<file path="src/rtl/pulse_distance_sensor_decoder_core_macros.svh">
// assertion macros for the pulse distance decoder
`ifndef PULSE_DISTANCE_SENSOR_DECODER_CORE_MACROS_SVH
`define PULSE_DISTANCE_SENSOR_DECODER_CORE_MACROS_SVH

`ifndef SYNTHESIS

// consequent holds in the same cycle as the antecedent
`define PDSD_ASSERT_NOW(label, ante, cons) \
  label: assert property (@(posedge clk) disable iff (rst) (ante) |-> (cons)) \
    else $error("pdsd assertion failed");

// consequent holds in the cycle after the antecedent
`define PDSD_ASSERT_NEXT(label, ante, cons) \
  label: assert property (@(posedge clk) disable iff (rst) (ante) |=> (cons)) \
    else $error("pdsd assertion failed");

`else

`define PDSD_ASSERT_NOW(label, ante, cons)
`define PDSD_ASSERT_NEXT(label, ante, cons)

`endif

`endif

</file>
<file path="src/rtl/pdsd_pkg.sv">
package pdsd_pkg;

  localparam int FRAME_PULSES_DEF = 82;
  localparam int INDEX_W          = 7;
  localparam int BITS_W           = 40;
  localparam int CFG_INDEX_W      = 2;
  localparam int CFG_DATA_W       = 8;
  localparam int QUEUE_DEPTH      = 2;

  localparam logic [INDEX_W-1:0] INDEX_MAX = '1;

  localparam logic [2:0] ST_OK       = 3'd0;
  localparam logic [2:0] ST_LENGTH   = 3'd1;
  localparam logic [2:0] ST_MARK     = 3'd2;
  localparam logic [2:0] ST_GAP      = 3'd3;
  localparam logic [2:0] ST_HUMIDITY = 3'd4;

  localparam logic [CFG_INDEX_W-1:0] REG_MARK_MAX     = 2'd0;
  localparam logic [CFG_INDEX_W-1:0] REG_ZERO_GAP_MIN = 2'd1;
  localparam logic [CFG_INDEX_W-1:0] REG_ZERO_GAP_MAX = 2'd2;
  localparam logic [CFG_INDEX_W-1:0] REG_ONE_GAP_MIN  = 2'd3;

  localparam logic [7:0] MARK_MAX_RST     = 8'd21;
  localparam logic [7:0] ZERO_GAP_MIN_RST = 8'd46;
  localparam logic [7:0] ZERO_GAP_MAX_RST = 8'd78;
  localparam logic [7:0] ONE_GAP_MIN_RST  = 8'd93;

  // temperature: ((raw - 900 - 320) * 5) / 9
  localparam logic signed [15:0] TEMP_OFFSET5 = 16'sd6100;
  localparam logic [13:0]        RECIP_9      = 14'd14564;
  localparam int                 RECIP_SHIFT  = 17;
  localparam logic [15:0]        NEG_FLAG     = 16'h8000;
  localparam logic [7:0]         HUM_MAX      = 8'h99;

  typedef struct packed {
    logic [7:0] duration;
    logic       last;
  } in_t;

  typedef struct packed {
    logic [2:0]  status;
    logic [7:0]  device_id;
    logic [15:0] temperature_word;
    logic [7:0]  humidity_bcd;
  } out_t;

  typedef struct packed {
    logic [2:0]        status;
    logic [BITS_W-1:0] bits;
  } frame_t;

endpackage

</file>
<file path="src/rtl/pdsd_front.sv">
module pdsd_front #(
  parameter int FRAME_PULSES = pdsd_pkg::FRAME_PULSES_DEF
) (
  input  logic                               clk,
  input  logic                               rst,
  input  logic                               in_valid,
  output logic                               in_ready,
  input  pdsd_pkg::in_t                      in_word,
  input  logic                               cfg_we,
  input  logic [pdsd_pkg::CFG_INDEX_W-1:0]   cfg_index,
  input  logic [pdsd_pkg::CFG_DATA_W-1:0]    cfg_data,
  input  logic                               q_full,
  output logic                               push,
  output pdsd_pkg::frame_t                   push_word
);
  import pdsd_pkg::*;

  localparam logic [INDEX_W-1:0] FP    = INDEX_W'(FRAME_PULSES);
  localparam logic [INDEX_W-1:0] FP_M1 = INDEX_W'(FRAME_PULSES - 1);
  localparam logic [INDEX_W-1:0] FP_M2 = INDEX_W'(FRAME_PULSES - 2);

  logic [7:0]         mark_max;
  logic [7:0]         zero_gap_min;
  logic [7:0]         zero_gap_max;
  logic [7:0]         one_gap_min;
  logic [INDEX_W-1:0] pulse_index;
  logic [BITS_W-1:0]  bit_shift;
  logic [2:0]         first_error;

  logic [BITS_W-1:0]  bit_shift_next;
  logic [INDEX_W-1:0] pulse_index_next;
  logic [2:0]         item_err;
  logic [2:0]         first_error_next;
  logic [2:0]         final_err;
  logic               bit_val;
  logic               accept;

  assign in_ready = !q_full;
  assign accept   = in_valid && in_ready;

  always_comb begin
    item_err       = ST_OK;
    bit_val        = 1'b0;
    bit_shift_next = bit_shift;
    priority if (pulse_index >= FP) begin
      item_err = ST_LENGTH;
    end else if (pulse_index[0] && pulse_index <= FP_M2) begin
      if (in_word.duration > mark_max) item_err = ST_MARK;
    end else if (!pulse_index[0] && pulse_index >= INDEX_W'(2) && pulse_index <= FP_M1) begin
      bit_val = in_word.duration > one_gap_min;
      if (!bit_val && (in_word.duration < zero_gap_min || in_word.duration > zero_gap_max))
        item_err = ST_GAP;
      bit_shift_next = {bit_shift[BITS_W-2:0], bit_val};
    end else begin
      item_err = ST_OK;
    end
  end

  assign pulse_index_next = (pulse_index == INDEX_MAX) ? pulse_index
                                                       : pulse_index + INDEX_W'(1);
  assign first_error_next = (first_error != ST_OK) ? first_error : item_err;
  assign final_err = (first_error_next == ST_OK && pulse_index_next != FP) ? ST_LENGTH
                                                                           : first_error_next;

  assign push             = accept && in_word.last;
  assign push_word.status = final_err;
  assign push_word.bits   = bit_shift_next;

  always_ff @(posedge clk) begin
    if (rst) begin
      mark_max     <= MARK_MAX_RST;
      zero_gap_min <= ZERO_GAP_MIN_RST;
      zero_gap_max <= ZERO_GAP_MAX_RST;
      one_gap_min  <= ONE_GAP_MIN_RST;
    end else if (cfg_we) begin
      unique case (cfg_index)
        REG_MARK_MAX:     mark_max     <= cfg_data;
        REG_ZERO_GAP_MIN: zero_gap_min <= cfg_data;
        REG_ZERO_GAP_MAX: zero_gap_max <= cfg_data;
        REG_ONE_GAP_MIN:  one_gap_min  <= cfg_data;
        default:          ;
      endcase
    end
  end

  always_ff @(posedge clk) begin
    if (rst) begin
      pulse_index <= '0;
      bit_shift   <= '0;
      first_error <= ST_OK;
    end else if (accept) begin
      if (in_word.last) begin
        pulse_index <= '0;
        bit_shift   <= '0;
        first_error <= ST_OK;
      end else begin
        pulse_index <= pulse_index_next;
        bit_shift   <= bit_shift_next;
        first_error <= first_error_next;
      end
    end
  end

endmodule

</file>
<file path="src/rtl/pdsd_queue.sv">
module pdsd_queue #(
  parameter int DEPTH = pdsd_pkg::QUEUE_DEPTH
) (
  input  logic             clk,
  input  logic             rst,
  input  logic             push,
  input  pdsd_pkg::frame_t push_word,
  output logic             full,
  input  logic             pop,
  output logic             q_valid,
  output pdsd_pkg::frame_t q_word
);
  import pdsd_pkg::*;

  localparam int PTR_W = (DEPTH > 1) ? $clog2(DEPTH) : 1;
  localparam int CNT_W = $clog2(DEPTH + 1);

  frame_t           mem [DEPTH];
  logic [PTR_W-1:0] wr_ptr;
  logic [PTR_W-1:0] rd_ptr;
  logic [CNT_W-1:0] count;
  logic             do_push;
  logic             do_pop;

  assign full    = count == CNT_W'(DEPTH);
  assign q_valid = count != '0;
  assign q_word  = mem[rd_ptr];
  assign do_push = push && !full;
  assign do_pop  = pop && q_valid;

  always_ff @(posedge clk) begin
    if (do_push) mem[wr_ptr] <= push_word;
  end

  always_ff @(posedge clk) begin
    if (rst) begin
      wr_ptr <= '0;
      rd_ptr <= '0;
      count  <= '0;
    end else begin
      if (do_push) wr_ptr <= (wr_ptr == PTR_W'(DEPTH - 1)) ? '0 : wr_ptr + PTR_W'(1);
      if (do_pop)  rd_ptr <= (rd_ptr == PTR_W'(DEPTH - 1)) ? '0 : rd_ptr + PTR_W'(1);
      if (do_push && !do_pop)      count <= count + CNT_W'(1);
      else if (do_pop && !do_push) count <= count - CNT_W'(1);
    end
  end

endmodule

</file>
<file path="src/rtl/pdsd_back.sv">
module pdsd_back (
  input  logic             clk,
  input  logic             rst,
  input  logic             q_valid,
  input  pdsd_pkg::frame_t q_word,
  output logic             pop,
  output logic             out_valid,
  input  logic             out_ready,
  output pdsd_pkg::out_t   out_word
);
  import pdsd_pkg::*;

  logic        a_valid;
  logic [2:0]  a_status;
  logic [7:0]  a_id;
  logic [7:0]  a_hum;
  logic        a_neg;
  logic [13:0] a_mag;

  logic        a_ready;
  logic        b_adv;
  logic [11:0] raw;
  logic [14:0] raw5;
  logic signed [15:0] t5;
  logic [15:0] t5_abs;
  logic [7:0]  hum;
  logic [2:0]  status_a;
  logic [27:0] prod;
  logic [10:0] quot;
  logic [15:0] temp_word;

  assign b_adv   = !out_valid || out_ready;
  assign a_ready = !a_valid || b_adv;
  assign pop     = q_valid && a_ready;

  // first stage: scaled offset temperature, magnitude and sign, humidity check
  assign raw    = q_word.bits[23:12];
  assign raw5   = {1'b0, raw, 2'b00} + {3'b000, raw};
  assign t5     = $signed({1'b0, raw5}) - TEMP_OFFSET5;
  assign t5_abs = t5[15] ? 16'(-t5) : 16'(t5);
  assign hum    = q_word.bits[11:4];
  assign status_a = (q_word.status == ST_OK && (hum == '0 || hum > HUM_MAX)) ? ST_HUMIDITY
                                                                            : q_word.status;

  always_ff @(posedge clk) begin
    if (rst) begin
      a_valid <= 1'b0;
    end else if (a_ready) begin
      a_valid <= q_valid;
    end
  end

  always_ff @(posedge clk) begin
    if (pop) begin
      a_status <= status_a;
      a_id     <= q_word.bits[39:32];
      a_hum    <= hum;
      a_neg    <= t5[15];
      a_mag    <= t5_abs[13:0];
    end
  end

  // second stage: divide by nine through the reciprocal, sign folding
  assign prod = 28'(a_mag) * 28'(RECIP_9);
  assign quot = prod[RECIP_SHIFT +: 11];
  assign temp_word = (a_neg && quot != '0) ? (NEG_FLAG | 16'(quot)) : 16'(quot);

  always_ff @(posedge clk) begin
    if (rst) begin
      out_valid <= 1'b0;
    end else if (b_adv) begin
      out_valid <= a_valid;
    end
  end

  always_ff @(posedge clk) begin
    if (b_adv && a_valid) begin
      out_word.status <= a_status;
      if (a_status == ST_OK) begin
        out_word.device_id        <= a_id;
        out_word.temperature_word <= temp_word;
        out_word.humidity_bcd     <= a_hum;
      end else begin
        out_word.device_id        <= '0;
        out_word.temperature_word <= '0;
        out_word.humidity_bcd     <= '0;
      end
    end
  end

endmodule

</file>
<file path="src/rtl/pulse_distance_sensor_decoder_core.sv">
// Decodes one 40-bit pulse-distance sensor frame from a stream of measured durations, one
// duration word per cycle while in_ready is high, with last set on the final one. The front
// end classifies each mark and gap against the four threshold registers and shifts in the
// bit in the same cycle, adding no stall; on the last word it hands a frame record to a
// two-entry queue. The back end turns the record into a result through two registers (offset
// and scale, then a reciprocal multiply for the divide by nine); out_ready can stall them.
// in_ready drops only while the queue holds two frames that the result side has not yet
// taken. Thresholds must be written only while idle; the block itself does not enforce it.
module pulse_distance_sensor_decoder_core #(
  parameter int FRAME_PULSES = pdsd_pkg::FRAME_PULSES_DEF
) (
  input  logic                             clk,
  input  logic                             rst,
  input  logic                             in_valid,
  output logic                             in_ready,
  input  pdsd_pkg::in_t                    in_word,
  output logic                             out_valid,
  input  logic                             out_ready,
  output pdsd_pkg::out_t                   out_word,
  input  logic                             cfg_we,
  input  logic [pdsd_pkg::CFG_INDEX_W-1:0] cfg_index,
  input  logic [pdsd_pkg::CFG_DATA_W-1:0]  cfg_data
);
  import pdsd_pkg::*;

`include "pulse_distance_sensor_decoder_core_macros.svh"

  logic   q_full;
  logic   push;
  frame_t push_word;
  logic   pop;
  logic   q_valid;
  frame_t q_word;

  pdsd_front #(
    .FRAME_PULSES (FRAME_PULSES)
  ) u_front (
    .clk       (clk),
    .rst       (rst),
    .in_valid  (in_valid),
    .in_ready  (in_ready),
    .in_word   (in_word),
    .cfg_we    (cfg_we),
    .cfg_index (cfg_index),
    .cfg_data  (cfg_data),
    .q_full    (q_full),
    .push      (push),
    .push_word (push_word)
  );

  pdsd_queue #(
    .DEPTH (QUEUE_DEPTH)
  ) u_queue (
    .clk       (clk),
    .rst       (rst),
    .push      (push),
    .push_word (push_word),
    .full      (q_full),
    .pop       (pop),
    .q_valid   (q_valid),
    .q_word    (q_word)
  );

  pdsd_back u_back (
    .clk       (clk),
    .rst       (rst),
    .q_valid   (q_valid),
    .q_word    (q_word),
    .pop       (pop),
    .out_valid (out_valid),
    .out_ready (out_ready),
    .out_word  (out_word)
  );

  `PDSD_ASSERT_NOW(a_failed_zero, out_valid && out_word.status != ST_OK, out_word.device_id == '0 && out_word.temperature_word == '0 && out_word.humidity_bcd == '0)
  `PDSD_ASSERT_NOW(a_no_neg_zero, out_valid, out_word.temperature_word != NEG_FLAG)
  `PDSD_ASSERT_NEXT(a_last_queued, in_valid && in_ready && in_word.last, q_valid)
  `PDSD_ASSERT_NOW(a_status_range, out_valid, out_word.status <= ST_HUMIDITY)

endmodule

</file>
<file path="config.mk">
export PLATFORM = sky130hd
export DESIGN_NAME = pulse_distance_sensor_decoder_core
export DESIGN_NICKNAME = d
export VERILOG_FILES = /design/src/rtl/pdsd_pkg.sv /design/src/rtl/pdsd_front.sv /design/src/rtl/pdsd_queue.sv /design/src/rtl/pdsd_back.sv /design/src/rtl/pulse_distance_sensor_decoder_core.sv
export VERILOG_INCLUDE_DIRS = /design/src /design/src/rtl
export SDC_FILE = /design/constraint.sdc
export NUM_CORES = 1
export LEC_CHECK = 0
export ABC_CLOCK_PERIOD_IN_PS = 12650
export BUFFER_PORTS_ARGS = -buffer_cell sky130_fd_sc_hd__buf_2
export CAP_MARGIN = 5
export CORE_ASPECT_RATIO = 0.9
export CORE_MARGIN = 1.5
export CORE_UTILIZATION = 24
export CTS_BUF_LIST = sky130_fd_sc_hd__clkbuf_4 sky130_fd_sc_hd__clkbuf_8 sky130_fd_sc_hd__clkbuf_16
export DETAILED_ROUTE_END_ITERATION = 10
export SYNTH_ARGS = -nofsm -noshare
export SYNTH_HDL_FRONTEND = slang
export SYNTH_HIERARCHICAL = 1
export SYNTH_SLANG_ARGS = --single-unit
</file>
<file path="constraint.sdc">
create_clock -name clk -period 12.65 [get_ports clk]
set_clock_uncertainty 0.1 [all_clocks]
set_input_delay 1.265 -clock clk [delete_from_list [all_inputs] [get_ports clk]]
set_output_delay 1.265 -clock clk [all_outputs]
set_load 0.05 [all_outputs]
</file>
* Word-level counts from Yosys, hierarchy flattened
Memory sizes are Yosys's and may differ from the RTL's. A register that Yosys moved wholly into a read port is not among the register bits. Cells that the tools add are included. W data, S select, Z words.
Cells by class: $add $sub $neg 8, $mul 1, divide/modulo/power cells 0, order comparisons 9, equal/unequal tests 6, shift-type cells 0, mux-type cells 24, bitwise logic cells 0, reduce and logical (&&, ||, !) cells 39
Operators with widths (count):
- $mux W40 | 4
- $mul A14 B12 Y26 const B | 1
- $gt A8 B8 Y1 | 3
- $mux W16 | 1
- $sub A15 B13 Y16 const B | 1
- $add A14 B12 Y15 | 1
- $logic_and A1 B1 Y1 | 15
- $mux W3 | 5
- $le A7 B7 Y1 const B | 2
- $mux W14 | 1
- $mux W7 | 2
- $neg A14 Y14 | 1
- $reduce_bool A11 Y1 | 1
- $mux W2 | 5
- $logic_not A3 Y1 | 3
- $gt A8 B8 Y1 const B | 1
- $logic_not A8 Y1 | 1
- $lt A8 B8 Y1 | 1
- $reduce_and A2 Y1 | 4
- $add A7 B1 Y7 const B | 1
- $eq A7 B7 Y1 const B | 1
- $ge A7 B2 Y1 const B | 1
- $ge A7 B7 Y1 const B | 1
- $logic_not A1 Y1 | 7
- other kinds (11) | 23
Word-level totals: register bits 157, latch bits 0, RAM bits 86, bits in read-only memories 0, input port bits 24, word-level logic and storage cells 109, memories 1
Memories:
- u_queue.mem | depth 2, width 43, read ports 1, clocked after Yosys merged registers in 1, wr ports 1, RTL line pdsd_queue.sv:18 | frame_t mem [DEPTH];

* Logic depth before layout (Yosys ltp)
depth in word-level cells 11, gate-level depth with buffers 20, mapped depth without buffers 20

* Cells and area by module
The synthesis kept the hierarchy.
By module, submodules not included:
- pdsd_back | times used 1, cells an instance 503, area an instance 5634.2 um^2, seq. area each 1991.9 um^2
- pdsd_front | times used 1, cells an instance 468, area an instance 4455.5 um^2, seq. area each 1641.6 um^2
- pdsd_queue | times used 1, cells an instance 159, area an instance 3311.9 um^2, seq. area each 2682.6 um^2

* Worst setup path before layout
OpenSTA, ideal clock, no wires.
kind in2reg, start input out_ready, end register u_queue.count[1], setup time 0.070 ns, arrival 5.480 ns, data required time 12.480 ns, slack 7.000 ns, stages on the path 7, buffers on the path 0, cells stage by stage nor2b_1 > a21boi_0 > o21ai_0 > ha_1 > xor2_1 > or3_1 > a21oi_1
On the way: longest elaborated chain between the ends 7
RTL lines:
- start, declared | RTL line pulse_distance_sensor_decoder_core.sv:18 | input logic out_ready,
- $logic_or A1 B1 Y1 * | RTL line pdsd_back.sv:32 | assign b_adv = !out_valid || out_ready;
- $logic_or A1 B1 Y1 * | RTL line pdsd_back.sv:33 | assign a_ready = !a_valid || b_adv;
- $logic_and A1 B1 Y1 * | RTL line pdsd_back.sv:34 | assign pop = q_valid && a_ready;
- via pop | RTL line pulse_distance_sensor_decoder_core.sv:31 | logic pop;
- $logic_and A1 B1 Y1 * | RTL line pdsd_queue.sv:29 | assign do_pop = pop && q_valid;
- $logic_not A1 Y1 | RTL line pdsd_queue.sv:43 | if (do_push && !do_pop) count <= count + CNT_W'(1);
- $logic_and A1 B1 Y1 | RTL line pdsd_queue.sv:43
- $mux W2 / $reduce_bool A2 Y1 (equally long branches)
- end signal, assigned | RTL line pdsd_queue.sv:43
- end signal, assigned | RTL line pdsd_queue.sv:44 | else if (do_pop && !do_push) count <= count - CNT_W'(1);
- end, declared | RTL line pdsd_queue.sv:21 | logic [CNT_W-1:0] count;
Mark *: on every way through the listed nets, which the timed path passes. The rest lies on a longest branch. A chain may end at the register's enable or synchronous reset.

* Worst setup path after layout
start register u_back.a_mag[8], end register, netlist name u_back/out_word[23]
On the way: longest elaborated chain between the ends 4
RTL lines:
- start, declared | RTL line pdsd_back.sv:18 | logic [13:0] a_mag;
- start signal, assigned | RTL line pdsd_back.sv:59 | a_mag <= t5_abs[13:0];
- $mul A14 B12 Y26 | RTL line pdsd_back.sv:64 | assign prod = 28'(a_mag) * 28'(RECIP_9);
- $reduce_bool A11 Y1 | RTL line pdsd_back.sv:66 | assign temp_word = (a_neg && quot != '0) ? (NEG_FLAG | 16'(quot)) : 16'(quot);
- $logic_and A1 B1 Y1 | RTL line pdsd_back.sv:66
- $mux W16 | RTL line pdsd_back.sv:66
No other way between the ends.

==> impl_metrics.ini <==
[route]
final_antenna_net_count = 0
routedWlPerCell_um = 13.2
post-route-drc-count = 0
viasPerCell = 4.27
vias = 7904
drt_iter0_drc = 324
drt-pass1-iter-count = 4
routed_wl_um = 24400

[worst_setup_path]
crit_path_top_delay_cell = fa_1
critPathRequiredTime_ps = 12800
cp_top_family = adder cells
worstSetupPathType = reg2reg
startpoint_type = register
cp_common_cell = inv_1
reg2reg_slack_ps = 7080
critPathBufInv = 6
path_cells = inv_1 -> fa_1 -> inv_1 -> ha_1 -> inv_1 -> fa_1 -> inv_1 -> fa_1 -> inv_1 -> fa_1 -> inv_1 -> ha_1 -> a21o_1 -> a31o_2 -> a22o_1 -> o31a_2 -> nor3_2 -> o21bai_1 -> xnor2_1 -> a41oi_1
setup.worst_path.end_class = register
arrival_ps = 5720
critPathMaxFanout = 6
max_stage_delay_ps = 550

[final_layout]
final_core_utilization = 0.277
area_growth_pct = 14.1
fin_nets = 1339
num_antenna_cells = 0
nFillCells = 5330
design_area_um2 = 14300
register_area_um2 = 5600
multi_input_area_um2 = 6250
drive_gt1_frac = 0.170

[cts]
h-tree-depth = 1
clk_pin_slew_ps = 60
postCtsHoldBufs = 0
cts_tree = done
clkSinkCount = 216
ctsLongestPathBuffers = 3
numCtsBuffers = 23
post-cts-setup-buffer-count = 0
cts_resized = 0
cts-root-buf = clkbuf_16
clock_latency_ps = 520

[global_routing]
grt_max_degree = 50
grt-ovfl-total = 0
grt_pass1_vias = 7985
grt_pass1_wl_um = 40300
grt_util_all_layers = 0.0914
antenna_found_initial = 0

[logic_synthesis]
syn-cell-area_um2 = 12500
yosys_warnings = 6
syn_area_per_cell_um2 = 11.5
syn_inst = 1094

[floorplan]
die-area_um2 = 53700
io_pins = 61
die_x_um = 244
rows = 79
die_h_um = 220
start_util = 0.243
core_um2 = 51700

[sta]
fmax_mhz = 180
fin_crit_sh = 0.440
maxSlewHeadroom = 0.366
hold_viol_final = 0
tightest_slew_ps = 948
rsz0062_at_grt = false
drv_slew = 0
final.min_clock_period_ps = 5570
setup_violations = 0
tns_ps = 0
whs_ps = 356

[place]
placed_area_um2 = 13600
port_buffers = 56
place.gp.congestion = 0.856
hpwl_um = 17900

[worst_hold_path]
hp-class = reg2reg

[run]
maxCapViolCount = 0

[outcome]
status = finished, final reports clean
## sequential cells by signal, indices dropped and copies added (netlist names), 2 cells and up, named ones only
register	cells
u_queue/mem	62
u_front/bit_shift	40
u_back/out_word	31
u_back/a_mag	14
u_back/a_hum	8
u_back/a_id	8
u_front/mark_max	8
u_front/one_gap_min	8
u_front/zero_gap_max	8
u_front/zero_gap_min	8
u_front/pulse_index	7
u_back/a_status	3
u_front/first_error	3
u_queue/count	2
## cells in the final DEF (no fill, tap or decap), types with 6 or more instances in the layout
cell         n
a211o_1      8
a21o_1       8
a21oi_1     52
a22o_1      41
a31oi_1      8
and2_1      20
and3_1       8
buf_2       56
buf_4        8
clkbuf_16   23
dfxtp_1     89
edfxtp_1   127
fa_1        39
ha_1       132
inv_1      136
mux2_2      32
mux2_4      38
nand2_1     57
nand2b_1     8
nand3_1      6
nand3b_1     7
nand4_1     12
nor2_1      63
nor2b_1      8
nor3_1      11
o21ai_0     22
o21ai_1      6
xnor2_1     21
xor2_1      14
## metrics by stage
| stage | instances | setup WS, ps |
|---|---|---|
| 2_1_floorplan | 1097 | 7000 |
| 3_3_place_gp | 1807 | 7120 |
| 3_5_place_dp | 1807 | 7060 |
| 4_1_cts | 1849 | 7050 |
| 5_1_grt | 1849 | 6690 |
| 6_report | 1849 | 7080 |
## layout make-up
type,instances,area share
sequential,216,0.391
multi-input combinational,702,0.437
timing repair buffer,64,0.0238
clock inverter,12,0.00813
tap,688,0.0601
inverter,137,0.0359
clock buffer,30,0.0447
## worst register-to-register path: cells and delay by family (launching register included)
kind            cells  cell delay [ps]
compound gates      6             1300
xor+xnor            1              190
simple gates        1              130
buf+inv             6              350
fa+ha+maj           6             2790
flops               1              450
## final timing paths
check / start / to / depth (start not counted)
setup / recovery: u_back/a_mag[8] / u_back/out_word[23] / 20
hold / removal: u_front/one_gap_min[5] / u_front/one_gap_min[5] / 2
setup reg to reg: u_back/a_mag[8] / u_back/out_word[23] / 20
hold reg to reg: u_front/one_gap_min[5] / u_front/one_gap_min[5] / 2
## layer usage
metal | wire (µm) | GRT usage
met1 | 11700 | 0.119
met3 | 769 | 0.0164
met4 | 404 | 0.0177
met2 | 11500 | 0.158
met5 | 0 | 0
Power is left out: the tool's default activity adds up to more than one toggle a clock period on the data nets, which glitch-free logic cannot reach.
